===== src/hdl/ttg_pkg.sv =====
// Shared types and constants for the triangle tangent generator.
package ttg_pkg;

    localparam int VERTEX_DEPTH = 4096;
    localparam int IDX_W        = $clog2(VERTEX_DEPTH);
    localparam int FRAC         = 14;
    localparam int OUT_W        = 16;
    localparam int SM_W         = 30;
    localparam int L_W          = SM_W + 1;
    localparam int REM_W        = SM_W + FRAC + 1;
    localparam int Q_W          = FRAC + 1;

    typedef enum logic [1:0] {
        ACT_LOAD = 2'd0,
        ACT_TRI  = 2'd1,
        ACT_READ = 2'd2,
        ACT_NONE = 2'd3
    } t_action;

    typedef struct packed {
        logic [1:0]         action;
        logic [11:0]        slot_idx;
        logic signed [31:0] pos_x;
        logic signed [31:0] pos_y;
        logic signed [31:0] pos_z;
        logic signed [15:0] tex_u;
        logic signed [15:0] tex_v;
        logic [11:0]        corner_a;
        logic [11:0]        corner_b;
        logic [11:0]        corner_c;
    } t_item;

    typedef struct packed {
        logic signed [15:0] tangent_x;
        logic signed [15:0] tangent_y;
        logic signed [15:0] tangent_z;
        logic               handedness_negative;
        logic               degenerate;
    } t_result;

    typedef struct packed {
        logic signed [31:0] pos_x;
        logic signed [31:0] pos_y;
        logic signed [31:0] pos_z;
        logic signed [15:0] tex_u;
        logic signed [15:0] tex_v;
    } t_vert;

    typedef struct packed {
        logic             is_tri;
        logic [IDX_W-1:0] ridx;
        logic [IDX_W-1:0] ca;
        logic [IDX_W-1:0] cb;
        logic [IDX_W-1:0] cc;
    } t_side;

    typedef struct packed {
        t_side                   sd;
        logic [2:0][32:0]        e1;
        logic [2:0][32:0]        e2;
        logic signed [16:0]      du1;
        logic signed [16:0]      dv1;
        logic signed [16:0]      du2;
        logic signed [16:0]      dv2;
    } t_job;

    typedef struct packed {
        t_side            sd;
        logic [OUT_W-1:0] tx;
        logic [OUT_W-1:0] ty;
        logic [OUT_W-1:0] tz;
        logic             hneg;
        logic             degen;
    } t_mres;

endpackage


===== src/hdl/ttg_jobq.sv =====
// Four-entry job queue between front and back, two pushes per cycle.
module ttg_jobq (
    input  logic          i_clk,
    input  logic          i_rst_n,
    input  logic          i_push0,
    input  ttg_pkg::t_job i_job0,
    input  logic          i_push1,
    input  ttg_pkg::t_job i_job1,
    output logic          o_full,
    input  logic          i_pop,
    output logic          o_empty,
    output ttg_pkg::t_job o_job
);

    ttg_pkg::t_job r_q [4];
    logic [1:0] r_wp, r_rp, wp1;
    logic [2:0] r_cnt;

    assign o_full  = r_cnt > 3'd2;
    assign o_empty = r_cnt == 3'd0;
    assign o_job   = r_q[r_rp];
    assign wp1     = r_wp + 2'(i_push0);

    always_ff @(posedge i_clk) begin
        if (i_push0) begin
            r_q[r_wp] <= i_job0;
        end
        if (i_push1) begin
            r_q[wp1] <= i_job1;
        end
        if (!i_rst_n) begin
            r_wp  <= '0;
            r_rp  <= '0;
            r_cnt <= '0;
        end else begin
            r_wp  <= r_wp + 2'(i_push0) + 2'(i_push1);
            r_rp  <= r_rp + 2'(i_pop);
            r_cnt <= r_cnt + 3'(i_push0) + 3'(i_push1) - 3'(i_pop);
        end
    end

endmodule


===== config.mk =====
export PLATFORM = sky130hd
export DESIGN_NAME = ttg_jobq
export DESIGN_NICKNAME = d
export VERILOG_FILES = /design/src/hdl/ttg_pkg.sv /design/src/hdl/ttg_jobq.sv
export SDC_FILE = /design/constraint.sdc
export NUM_CORES = 1
export LEC_CHECK = 0
export BUFFER_PORTS_ARGS = -buffer_cell sky130_fd_sc_hd__buf_2
export CORE_AREA = 10 10 363 365
export CTS_CLUSTER_SIZE = 20
export DETAILED_ROUTE_END_ITERATION = 10
export DIE_AREA = 0 0 373 375
export GPL_ROUTABILITY_DRIVEN = 1
export GPL_TIMING_DRIVEN = 1
export PLACE_DENSITY = 0.73
export SYNTH_ARGS = -nofsm -noshare
export SYNTH_HDL_FRONTEND = slang
export SYNTH_SLANG_ARGS = --single-unit
export TNS_END_PERCENT = 20

===== constraint.sdc =====
create_clock -name i_clk -period 26.6 [get_ports i_clk]
set_clock_uncertainty 0.15 [all_clocks]
set_input_delay 2.66 -clock i_clk [delete_from_list [all_inputs] [get_ports i_clk]]
set_output_delay 2.66 -clock i_clk [all_outputs]
set_load 0.02 [all_outputs]

## Yosys cells after proc, flatten, opt, wreduce, memory -nomap -nowiden

Memories as Yosys holds them, arrays and structs flattened. A register that Yosys moved wholly into a read port is not among the register bits.
Index checks and enable logic that the tools add are counted.

| operators by class | value |
|---|---|
| $add $sub $neg | 6 |
| multipliers | 0 |
| divide/modulo/power cells | 0 |
| magnitude comparators | 1 |
| equal/unequal tests | 0 |
| shifts and indexed selects | 0 |
| multiplexer cells | 5 |
| bitwise logic cells | 0 |
| reductions and logical operators | 1 |

Operators with widths:

| cell | count |
|---|---|
| $add 2x1->2 | 3 |
| $add 3x1->3 | 2 |
| $mux 1 | 4 |
| $gt 3x2->1 const B | 1 |
| $logic_not 3->1 | 1 |
| $sub 3x1->3 | 1 |
| $mux 2 | 1 |

| storage, ports and cells | value |
|---|---|
| flip-flop bits (word level) | 7 |
| bits in latches | 0 |
| bits in writable memories | 1,260 |
| ROM bits | 0 |
| input port bits | 635 |
| memories | 1 |

Memories:

| name | words | width | read ports | clocked after memory_dff | wr ports | RTL line | text |
|---|---|---|---|---|---|---|---|
| r_q | 4 | 315 | 1 | 1 | 2 | ttg_jobq.sv:15 | `ttg_pkg::t_job r_q [4];` |

## Depth between registers and ports, before layout

Gate-level depths: netlist of run 1.

| logic depth | value |
|---|---|
| depth in word-level cells | 3 |
| mapped depth | 7 |

## Worst setup path before layout of run 1

No wires, ideal clock.

| path | value |
|---|---|
| path kind | input -> register |
| start | input port i_push0 |
| end | memory r_q[2][0] in the netlist's numbering, enable pin |
| setup time | 1.427 ns |
| arrival time | 24.652 ns |
| data required time | 25.023 ns |
| setup slack | 0.371 ns |
| stages on the path | 2 |
| cells stage by stage | nand2_1 > o21ai_0 |

RTL lines:

| what | RTL line | text |
|---|---|---|
| from (decl) | ttg_jobq.sv:5 | `input logic i_push0,` |
| to (decl) | ttg_jobq.sv:15 |  |

==> parameters.txt, run 1 <==
Parameter                              Value

Status
  Outcome ... finished clean

STA
  Final-report setup violation count ... 0
  Relative max-transition margin ... 22.7%
  Pins over their slew limit ... 0
  FMAX ... 128 MHz
  Tcrit/Tclk final ... 29.3%
  Slew at the pin closest to its max-slew limit ... 1160 ps
  Tmin final ... 7790 ps
  Final hold vios ... 0
  Total Neg Setup Slack ... 0 ps
  RSZ-0062 raised after global routing ... no
  WHS ... 583 ps
  Final worst-path setup slack ... 18810 ps

Finish
  Filler cell count in the final layout ... 9532
  Final std cell area, no fill ... 71500 µm²
  Area added between synthesis and finish ... 18.0%
  Sequential cell area in the final layout ... 38000 µm²
  Area occupied by multi-input gates ... 21600 µm²
  Layout cell share with drive strength beyond 1 ... 66.6%
  # nets final ... 4662
  Filler-free cell count of the finished design ... 5849

Worst setup path
  Required time at the endpoint of the critical path ... 23790 ps
  Type of origin of the critical path ... register
  Setup Crit Path Kind ... register to output port
  Capture point of the critical path ... o_job[198]
  Cells on worst reg2reg path ... 6
  Top fanout value on the critical path ... 45
  CP startpoint ... r_rp[0]
  Capture point of the worst reg-to-reg path ... r_q[0][240]
  Arrival time of the worst setup path ... 4980 ps
  Type of element capturing the critical path ... output port
  Source of the worst register-to-register timing path ... r_wp[0]
  Setup slack, reg-to-reg ... 21860 ps

Die
  Number of top-level pins ... 952
  Chip Height ... 375 µm
  Die width ... 373 µm
  Starting Density ... 48.6%
  Die footprint ... 140000 µm²
  Standard cell core area ... 125000 µm²
  Core Rows ... 130

Route
  Via total after detailed routing ... 34.4k
  Via count normalized by instance count ... 5.88
  Post-detailed-route count of antenna-violating nets ... 0
  Number of detailed-route iterations in the first pass ... 6
  DRC Markers ... 0
  Iteration-0 DRC Markers ... 2782
  Wire length per cell ... 29.1 µm
  WL final ... 170 mm

Place
  Port-buffer cells ... 951
  Standard cell area after detailed placement ... 66900 µm²
  Number of cells after detailed placement ... 5527
  Final weighted congestion of routability-driven global placement ... 0.821
  Worst slack at placement ... 19530 ps
  Detailed placement HPWL ... 109 mm

CTS
  Inserted Clock Buffers ... 141
  Post-CTS setup buffers ... 0
  Post_cts resized ... 0
  Root Buffer Master ... clkbuf_16
  Hold Buf Count CTS ... 0
  Maximum count of clock buffers along a single path ... 3
  CTS clock-pin slew for the worst setup and hold paths ... 70 ps
  CTS sink count ... 1267
  Insertion delay to the later sink of the worst-skew pair ... 780 ps
  TritonCTS clock tree ... done
  Number of H-tree branching levels ... 4

Global route
  Antenna violations before repair ... 133
  Largest net degree at the start of global routing ... 142
  Global router's overall resource usage ... 23.8%
  Global route overflow ... 0
  Wire length of the first global-routing pass ... 249 mm
  Number of global-route vias before repair ... 35.9k

Yosys
  Cell area after technology mapping ... 60600 µm²
  Top cell type's share of synthesized area ... 62.4%
  Top cells by area in the synthesized netlist ... edfxtp_1 62%, mux2_2 23%, mux4_2 12%, buf_2 0.95%, buf_4 0.56%
  Number of warnings reported in the yosys synthesis log ... 0
  Cell type with the largest total area after synthesis ... edfxtp_1
  Unique masters post-synth ... 26
  Avg Synthesized Cell Area ... 19.6 µm²
  Flip-flop and latch count after synthesis ... 1267
  Synthesized instance count ... 3089
  Syn nets ... 3731
  Sequential element share of the synthesized area ... 62.6%

Power and ir drop
  Power per Cell Area ... 84.6 nW/µm²
  Worst vdd rail ir drop ... 0.0000647 V
  Leakage ... 24.8 nW

Run
  Number of max-cap violations ... 0

Min path
  Worst Hold Class ... register to register
## synthesized netlist by cell type
master,count
edfxtp_1,1260
mux2_2,1239
mux4_2,315
buf_2,115
buf_4,45
clkbuf_1,32
mux2_1,21
buf_1,15
and2_1,7
dfxtp_1,7
inv_1,6
ha_1,5
nand2_1,3
fa_1,2
nor2_1,2
o21ai_0,2
o22ai_1,2
xnor2_1,2
xor2_1,2
a21oi_1,1
nand2_2,1
nand2b_1,1
nor2_2,1
nor2b_1,1
nor3_1,1
xnor2_2,1
## area by class of cell
cell class,count,share of cell area (%)
Tap cell,1650,2.89
Clock inverter,69,0.927
Antenna cell,73,0.255
Sequential cell,1267,53.1
Clock buffer,180,5.29
Inverter,6,0.0315
Multi-Input combinational cell,1609,30.2
Timing Repair Buffer,995,7.27
## per-stage QoR
| stage | util, % | total power, mW |
|---|---|---|
| after global placement | 53.6 | 4.18 |
| after floorplan | - | 3.96 |
| after CTS | 57.2 | 6.11 |
| after detailed placement | 53.6 | 4.20 |
| final | 57.3 | 6.05 |
| after global routing | 57.3 | 6.27 |
## worst max-delay path: stages (launching register included)
cell,delay (ps)
dfxtp_4,730
buf_4,770
buf_4,800
buf_4,850
mux4_2,650
buf_2,190
## placed cells by master, fill, tap and decap left out, types with 5 or more instances in the layout
cell type  instances
dfxtp_1            5
buf_4             35
buf_12             9
clkbuf_16        146
clkinv_2          20
mux4_2           315
bufinv_16          9
mux2_1            21
ha_1               5
clkinv_1          26
clkbuf_1          34
mux2_2          1239
diode_2           73
and2_1             7
buf_2            951
inv_1              6
edfxtp_1        1260
## power by group
part | switching, mW | internal, mW | total (mW)
combinational | 0.843 | 0.587 | 1.43
sequential | 0.0830 | 2.64 | 2.72
clock | 0.802 | 1.10 | 1.90
total | 1.73 | 4.32 | 6.05
## layer usage
layer	track usage [%]	part of all wire [%]	vias up	wire length (µm)
met5	0	0.44	-	744
met4	10.4	3.7	104	6380
met3	8.77	9.0	397	15300
met2	38.5	50	1388	84400
met1	28.5	37	17700	63600
li1	-	-	14800	-
## worst min path at each step
stage          startpoint        to  slack (ps)  cells after the start
2_1_floorplan     r_rp[0]   r_rp[0]         390                      2
3_3_place_gp     r_cnt[0]  r_cnt[0]         540                      2
3_5_place_dp     r_cnt[0]  r_cnt[0]         530                      2
4_1_cts          r_cnt[1]  r_cnt[1]         590                      3
5_1_grt          r_cnt[0]  r_cnt[0]         640                      2
6_report         r_cnt[0]  r_cnt[0]         580                      2
## state kept, by name (all words and copies together), names as in the netlist
signal / count
r_wp: 2
r_q: 1260
r_rp: 2
r_cnt: 3
## kinds of logic (layout without fill, tap and decap cells)
kind of cell | count (synthesis) | in the layout | synth area share (%)
buffers and inverters | 213 | 1250 | 1.83
muxes | 1575 | 1575 | 35.1
adders and majority gates | 7 | 7 | 0.169
xor gates and xnor gates | 5 | 5 | 0.0846
AOI/OAI and AO/OA | 5 | 5 | 0.0454
other | 0 | 73 | 0
DFF | 1267 | 1267 | 62.6
and+or+nand+nor | 17 | 17 | 0.153
(Power assumes the default switching activity.)
==> run 2: changes to the inputs <==
--- a/config.mk
+++ b/config.mk
@@ -6,13 +6,13 @@
 export NUM_CORES = 1
 export LEC_CHECK = 0
 export BUFFER_PORTS_ARGS = -buffer_cell sky130_fd_sc_hd__buf_2
-export CORE_AREA = 10 10 363 365
+export CORE_AREA = 10 10 364 366
 export CTS_CLUSTER_SIZE = 20
 export DETAILED_ROUTE_END_ITERATION = 10
-export DIE_AREA = 0 0 373 375
+export DIE_AREA = 0 0 374 376
 export GPL_ROUTABILITY_DRIVEN = 1
 export GPL_TIMING_DRIVEN = 1
-export PLACE_DENSITY = 0.73
+export PLACE_DENSITY = 0.7
 export SYNTH_ARGS = -nofsm -noshare
 export SYNTH_HDL_FRONTEND = slang
 export SYNTH_SLANG_ARGS = --single-unit
==> constraint.sdc (replaced) <==
create_clock -name i_clk -period 7.85 [get_ports i_clk]
set_clock_uncertainty 0.15 [all_clocks]
set_input_delay 0.785 -clock i_clk [delete_from_list [all_inputs] [get_ports i_clk]]
set_output_delay 0.785 -clock i_clk [all_outputs]
set_load 0.02 [all_outputs]
==> parameters.txt, run 2 (synthesized netlist as in run 1, its figures left out) <==
Parameter                              Value

Status
  Outcome ... finished clean

Route
  Via total after detailed routing ... 34.0k (-1.3%)
  DRC Markers ... 0 (unchanged)
  Number of detailed-route iterations in the first pass ... 5 (-1)
  Iteration-0 DRC Markers ... 2456 (-12%)
  Post-detailed-route count of antenna-violating nets ... 0 (unchanged)
  Via count normalized by instance count ... 5.83 (-0.90%)
  Wire length per cell ... 28.8 µm (-1.1%)
  WL final ... 168 mm (-1.4%)

Global route
  Global router's overall resource usage ... 23.1% (-0.67 points)
  Wire length of the first global-routing pass ... 243 mm (-2.2%)
  Number of global-route vias before repair ... 35.8k (-0.38%)
  Largest net degree at the start of global routing ... 132 (-7.0%)
  Antenna violations before repair ... 133 (unchanged)
  Global route overflow ... 0 (unchanged)

Finish
  Final std cell area, no fill ... 71300 µm² (-0.31%)
  Filler-free cell count of the finished design ... 5828 (-0.36%)
  Most flops, register ... r_q
  Layout cell share with drive strength beyond 1 ... 66.2% (-0.40 points)
  Area added between synthesis and finish ... 17.6%
  Flip-flop count of the largest register, all copies and words added ... 1260 (unchanged)
  Commonest non-fill, non-tap cell in the layout ... edfxtp_1
  Largest registers ... r_q: 1260 flops, r_cnt: 3 flops
  # nets final ... 4652 (-0.21%)
  Leading cell types in the layout, fill and taps excluded ... 1260 x edfxtp_1, 1239 x mux2_2, 951 x buf_2
  Filler cell count in the final layout ... 9835 (+3.2%)

Power and ir drop
  Clock power share ... 30.3% (-1.1 points)
  Leakage ... 24.7 nW (-0.54%)
  Pint ... 14.4 mW (+230%)
  Fraction of power spent switching nets ... 28.7% (+0.17 points)
  Sequential group share of total power ... 45.6% (+0.6 points)
  Power per Cell Area ... 283 nW/µm² (+230%)
  Switch Pwr ... 5.80 mW (+240%)
  Combinational group share of total power ... 24.1% (+0.5 points)
  Worst vdd rail ir drop ... 0.000230 V (+260%)

STA
  RSZ-0062 raised after global routing ... no
  Tcrit/Tclk final ... 57.6%
  Relative max-transition margin ... 22.3% (-0.40 points)
  Total Neg Setup Slack ... 0 ps (unchanged)
  Final hold vios ... 0 (unchanged)
  Tmin final ... 4520 ps
  Pins over their slew limit ... 0 (unchanged)
  WHS ... 179 ps (-404 ps)
  Final-report setup violation count ... 0 (unchanged)
  FMAX ... 221 MHz
  Slew at the pin closest to its max-slew limit ... 1170 ps (+6.05 ps)
  Final worst-path setup slack ... 3330 ps (-15480 ps)

Worst setup path
  Arrival time of the worst setup path ... 3590 ps (-1390 ps)
  Setup Crit Path Kind ... register to output port
  Type of origin of the critical path ... register
  Top fanout value on the critical path ... 46 (+2.2%)
  Required time at the endpoint of the critical path ... 6910 ps (-16880 ps)
  Type of element capturing the critical path ... output port

CTS
  CTS clock-pin slew for the worst setup and hold paths ... 60 ps (about the same)
  TritonCTS clock tree ... done
  Inserted Clock Buffers ... 137 (-2.8%)
  Insertion delay to the later sink of the worst-skew pair ... 750 ps (-30 ps)
  Post-CTS setup buffers ... 0 (unchanged)
  Hold Buf Count CTS ... 0 (unchanged)
  CTS sink count ... 1267 (unchanged)
  Number of H-tree branching levels ... 4 (unchanged)
  Post_cts resized ... 0 (unchanged)
  Maximum count of clock buffers along a single path ... 3 (unchanged)
  Root Buffer Master ... clkbuf_16

Die
  Core Rows ... 130 (unchanged)
  Number of top-level pins ... 952 (unchanged)
  Die width ... 374 µm (+0.27%)
  Die footprint ... 141000 µm² (+0.54%)
  Chip Height ... 376 µm (+0.27%)
  Standard cell core area ... 125000 µm² (+0.26%)
  Starting Density ... 48.5% (-0.13 points)

Place
  Standard cell area after detailed placement ... 67000 µm² (+0.12%)
  Port-buffer cells ... 951 (unchanged)
  Number of cells after detailed placement ... 5521 (-0.11%)
  Detailed placement HPWL ... 106 mm (-2.6%)
  Final weighted congestion of routability-driven global placement ... 0.800 (-2.6%)
  Worst slack at placement ... 2950 ps (-16580 ps)

Run
  Number of max-cap violations ... 0 (unchanged)

Min path
  Worst Hold Class ... input port to register
run 2: changes by cell type in the layout (fill, tap and decap cells not counted), moves of 4 or more:
| cell | before | now |
|---|---|---|
| clkbuf_16 | 146 | 138 |
| buf_12 | 9 | 19 |
| clkinv_2 | 20 | 12 |
| buf_4 | 35 | 19 |
| inv_6 | 3 | 10 |
| diode_2 | 73 | 60 |
| bufinv_16 | 9 | 5 |
| clkinv_1 | 26 | 38 |
run 2: power by group through the flow:
stage	combinational [mW]	clock, mW	sequential (mW)
final	4.87	6.10	9.20
after global routing	5.15	6.49	9.29
after CTS	4.93	6.24	9.21
after detailed placement	4.91	0	9.34
after global placement	4.88	0	9.30
after floorplan	3.21	0	9.56
run 2: path summary, 6_finish.rpt:
check / start / to / slack, ps / cells past startpoint
hold / removal: i_rst_n / r_cnt[2] / 180 / 2
setup reg to reg: r_wp[0] / r_q[2][273] / 3560 / 6
setup / recovery: r_rp[0] / o_job[39] / 3330 / 3
hold reg to reg: r_cnt[0] / r_cnt[0] / 540 / 2
run 2: area by class of cell:
class,count,area [µm²],share of cell area (%)
multi-input cells,1609,21600,30.3
well taps,1650,2060,2.89
flip-flops and latches,1267,38000,53.3
repair buffers,989,5280,7.41
diodes,60,150,0.211
inverters,6,22.5,0.0316
clock buffers,175,3600,5.05
clock inverters,72,572,0.802
run 2: critical path: stages, from the launching register on:
cell and delay (ps):
dfxtp_4 990, buf_4 940, mux4_2 660, buf_2 190
run 2: stage by stage:
step                util [%]  power, mW
floorplan                  -       12.8
global placement        53.6       14.2
detailed placement      53.6       14.2
CTS                     56.9       20.4
global route            57.0       20.9
finish                  57.0       20.2
run 2: layer usage:
layer  track usage, %  wire [µm]  share of wire [%]  vias up
li1                 -          -                  -    14800
met1             27.8      63500                 38    17500
met2             38.5      85000                 51     1222
met3             6.67      12100                7.2      410
met4             10.6       6780                4.0       80
met5                0        527               0.31        -
==> run 3: changes to the inputs <==
--- a/config.mk
+++ b/config.mk
@@ -6,13 +6,13 @@
 export NUM_CORES = 1
 export LEC_CHECK = 0
 export BUFFER_PORTS_ARGS = -buffer_cell sky130_fd_sc_hd__buf_2
-export CORE_AREA = 10 10 364 366
+export CORE_AREA = 10 10 363 365
 export CTS_CLUSTER_SIZE = 20
 export DETAILED_ROUTE_END_ITERATION = 10
-export DIE_AREA = 0 0 374 376
+export DIE_AREA = 0 0 373 375
 export GPL_ROUTABILITY_DRIVEN = 1
 export GPL_TIMING_DRIVEN = 1
-export PLACE_DENSITY = 0.7
+export PLACE_DENSITY = 0.73
 export SYNTH_ARGS = -nofsm -noshare
 export SYNTH_HDL_FRONTEND = slang
 export SYNTH_SLANG_ARGS = --single-unit
==> constraint.sdc (replaced) <==
create_clock -name i_clk -period 4.1 [get_ports i_clk]
set_clock_uncertainty 0.15 [all_clocks]
set_input_delay 0.41 -clock i_clk [delete_from_list [all_inputs] [get_ports i_clk]]
set_output_delay 0.41 -clock i_clk [all_outputs]
set_load 0.02 [all_outputs]
==> parameters.txt, run 3 (synthesized netlist as in run 1, its figures left out) <==
Parameter                              Value

Status
  Outcome ... finished clean

Route
  Post-detailed-route count of antenna-violating nets ... 0 (unchanged)
  Via total after detailed routing ... 39.9k (+18%)
  WL final ... 190 mm (+13%)
  Number of detailed-route iterations in the first pass ... 7 (+2)
  Wire length per cell ... 27.7 µm (-3.9%)
  DRC Markers ... 0 (unchanged)
  Via count normalized by instance count ... 5.81 (-0.25%)
  Iteration-0 DRC Markers ... 3756 (+53%)

Min path
  Number of stages on the worst hold path ... 3 (+1)
  Endpoint of the worst hold-timing path ... r_q[0][300]
  Startpoint of the worst hold path ... i_job0[300]
  Worst Hold Class ... input port to register

Power and ir drop
  Post-route total power ... 41.1 mW (+100%)
  Pint ... 29.2 mW (+100%)
  Clock power share ... 30.1% (-0.2 points)
  Switch Pwr ... 11.9 mW (+110%)
  Leakage ... 29.4 nW (+19%)
  Combinational group share of total power ... 26.9% (+2.8 points)
  Power per Cell Area ... 500 nW/µm² (+77%)
  Fraction of power spent switching nets ... 28.9% (+0.20 points)
  Worst vdd rail ir drop ... 0.000444 V (+93%)
  Sequential group share of total power ... 43.0% (-2.6 points)

CTS
  Inserted Clock Buffers ... 140 (+2.2%)
  Number of H-tree branching levels ... 4 (unchanged)
  Post-CTS setup buffers ... 0 (unchanged)
  CTS sink count ... 1267 (unchanged)
  Maximum count of clock buffers along a single path ... 3 (unchanged)
  Root Buffer Master ... clkbuf_16
  Hold Buf Count CTS ... 949 (+949)
  CTS clock-pin slew for the worst setup and hold paths ... 60 ps (about the same)
  Insertion delay to the later sink of the worst-skew pair ... 760 ps (about the same)
  TritonCTS clock tree ... done
  Post_cts resized ... 0 (unchanged)

Finish
  Flip-flop count of the largest register, all copies and words added ... 1260 (unchanged)
  Layout cell share with drive strength beyond 1 ... 54.9% (-11 points)
  Final std cell area, no fill ... 82200 µm² (+15%)
  # nets final ... 5682 (+22%)
  Filler cell count in the final layout ... 8107 (-18%)
  Largest registers ... r_q: 1260 flops, r_cnt: 3 flops
  Most flops, register ... r_q
  Area added between synthesis and finish ... 35.5%
  Commonest non-fill, non-tap cell in the layout ... edfxtp_1
  Leading cell types in the layout, fill and taps excluded ... 1260 x edfxtp_1, 1239 x mux2_2, 951 x buf_2
  Filler-free cell count of the finished design ... 6868 (+18%)

Worst setup path
  Source of the worst register-to-register timing path ... r_wp[0]
  Critical Path Slowest Stage Cell ... dfxtp_4
  Cells on worst reg2reg path ... 6 (unchanged)
  Required time at the endpoint of the critical path ... 3540 ps (-3370 ps)
  Cells along the critical path ... buf_12 -> mux4_2 -> buf_2
  Top fanout value on the critical path ... 33 (-28%)
  Setup Crit Path Kind ... register to output port
  Capture point of the worst reg-to-reg path ... r_q[2][158]
  Type of origin of the critical path ... register
  Arrival time of the worst setup path ... 2960 ps (-630 ps)
  Crit-path max cell delay ... 860 ps (-130 ps)
  Setup slack, reg-to-reg ... 650 ps (-2910 ps)
  Type of element capturing the critical path ... output port

Place
  Worst slack at placement ... 889 ps (-2060 ps)
  Port-buffer cells ... 951 (unchanged)
  Standard cell area after detailed placement ... 68100 µm² (+1.6%)
  Number of cells after detailed placement ... 5599 (+1.4%)
  Detailed placement HPWL ... 118 mm (+11%)
  Final weighted congestion of routability-driven global placement ... 0.816 (+1.9%)

Global route
  Wire length of the first global-routing pass ... 282 mm (+16%)
  Largest net degree at the start of global routing ... 142 (+7.6%)
  Global route overflow ... 0 (unchanged)
  Number of global-route vias before repair ... 42.8k (+20%)
  Global router's overall resource usage ... 26.4% (+3.3 points)
  Antenna violations before repair ... 70 (-47%)

STA
  Slew at the pin closest to its max-slew limit ... 1220 ps (+54.7 ps)
  FMAX ... 284 MHz
  Tcrit/Tclk final ... 85.8%
  Relative max-transition margin ... 18.6% (-3.6 points)
  Final-report setup violation count ... 0 (unchanged)
  Final worst-path setup slack ... 584 ps (-2750 ps)
  RSZ-0062 raised after global routing ... no
  Tmin final ... 3520 ps
  Final hold vios ... 0 (unchanged)
  Pins over their slew limit ... 0 (unchanged)
  Total Neg Setup Slack ... 0 ps (unchanged)

Die
  Core Rows ... 130 (unchanged)
  Standard cell core area ... 125000 µm² (-0.26%)
  Starting Density ... 48.6% (+0.13 points)
  Number of top-level pins ... 952 (unchanged)
  Die width ... 373 µm (-0.27%)
  Chip Height ... 375 µm (-0.27%)
  Die footprint ... 140000 µm² (-0.53%)

Run
  Number of max-cap violations ... 0 (unchanged)
run 3: cell count changes in the layout (fill, tap and decap cells not counted), moves of 6 or more:
cell           before  now
clkinv_2           12   21
diode_2            60   68
clkinv_1           38   31
buf_12             19   56
dlygate4sd3_1       0  949
clkbuf_16         138  144
buf_4              19   60
run 3: worst max-delay path: cells and delay by family (launching register included):
family | cells | cell delay [ps]
muxes | 1 | 640
DFF | 1 | 860
buffers and inverters | 2 | 570
run 3: metrics by stage:
stage	util [%]	hold WS (ps)
final	65.9	361
after global routing	65.8	344
after CTS	65.7	294
after detailed placement	54.6	515
after global placement	54.6	523
after floorplan	-	382
run 3: layout make-up:
cell class / instances / area [µm²] / area share, %
timing repair buffer: 2016 / 15800 / 19.3
antenna: 68 / 170 / 0.207
sequential: 1267 / 38000 / 46.2
multi-input combinational: 1609 / 21700 / 26.4
clock inverter: 76 / 712 / 0.866
tap: 1650 / 2060 / 2.51
clock buffer: 176 / 3720 / 4.53
inverter: 6 / 22.5 / 0.0274
run 3: worst max-delay path by stage:
stage             endpoint  slack (ps)    start  cells after the start
6_report         o_job[46]         580  r_rp[0]                      3
3_3_place_gp   r_q[2][219]         880  i_push0                      7
2_1_floorplan    r_q[1][0]       -2250  i_push0                      3
3_5_place_dp   r_q[2][268]         890  i_push0                      7
5_1_grt          o_job[46]         460  r_rp[0]                      3
4_1_cts          o_job[46]         520  r_rp[0]                      3
run 3: routing by layer:
layer / GRT usage (%) / share of wire (%) / wire length (µm) / vias to the layer above
met5: 0 / 0.073 / 138 / -
met4: 12.5 / 4.7 / 8880 / 24
met3: 6.38 / 7.7 / 14600 / 441
met2: 45.1 / 51 / 97000 / 2051
met1: 31.5 / 37 / 69600 / 20600
li1: - / - / - / 16800
run 3: power groups by stage:
stage / Sequential [mW] / Clock (mW) / Combinational (mW)
after CTS: 17.6 / 12.5 / 11.0
final: 17.7 / 12.4 / 11.1
after global placement: 17.8 / 0 / 9.77
after global routing: 17.8 / 13.0 / 11.6
after floorplan: 18.1 / 0 / 6.16
after detailed placement: 17.9 / 0 / 9.84
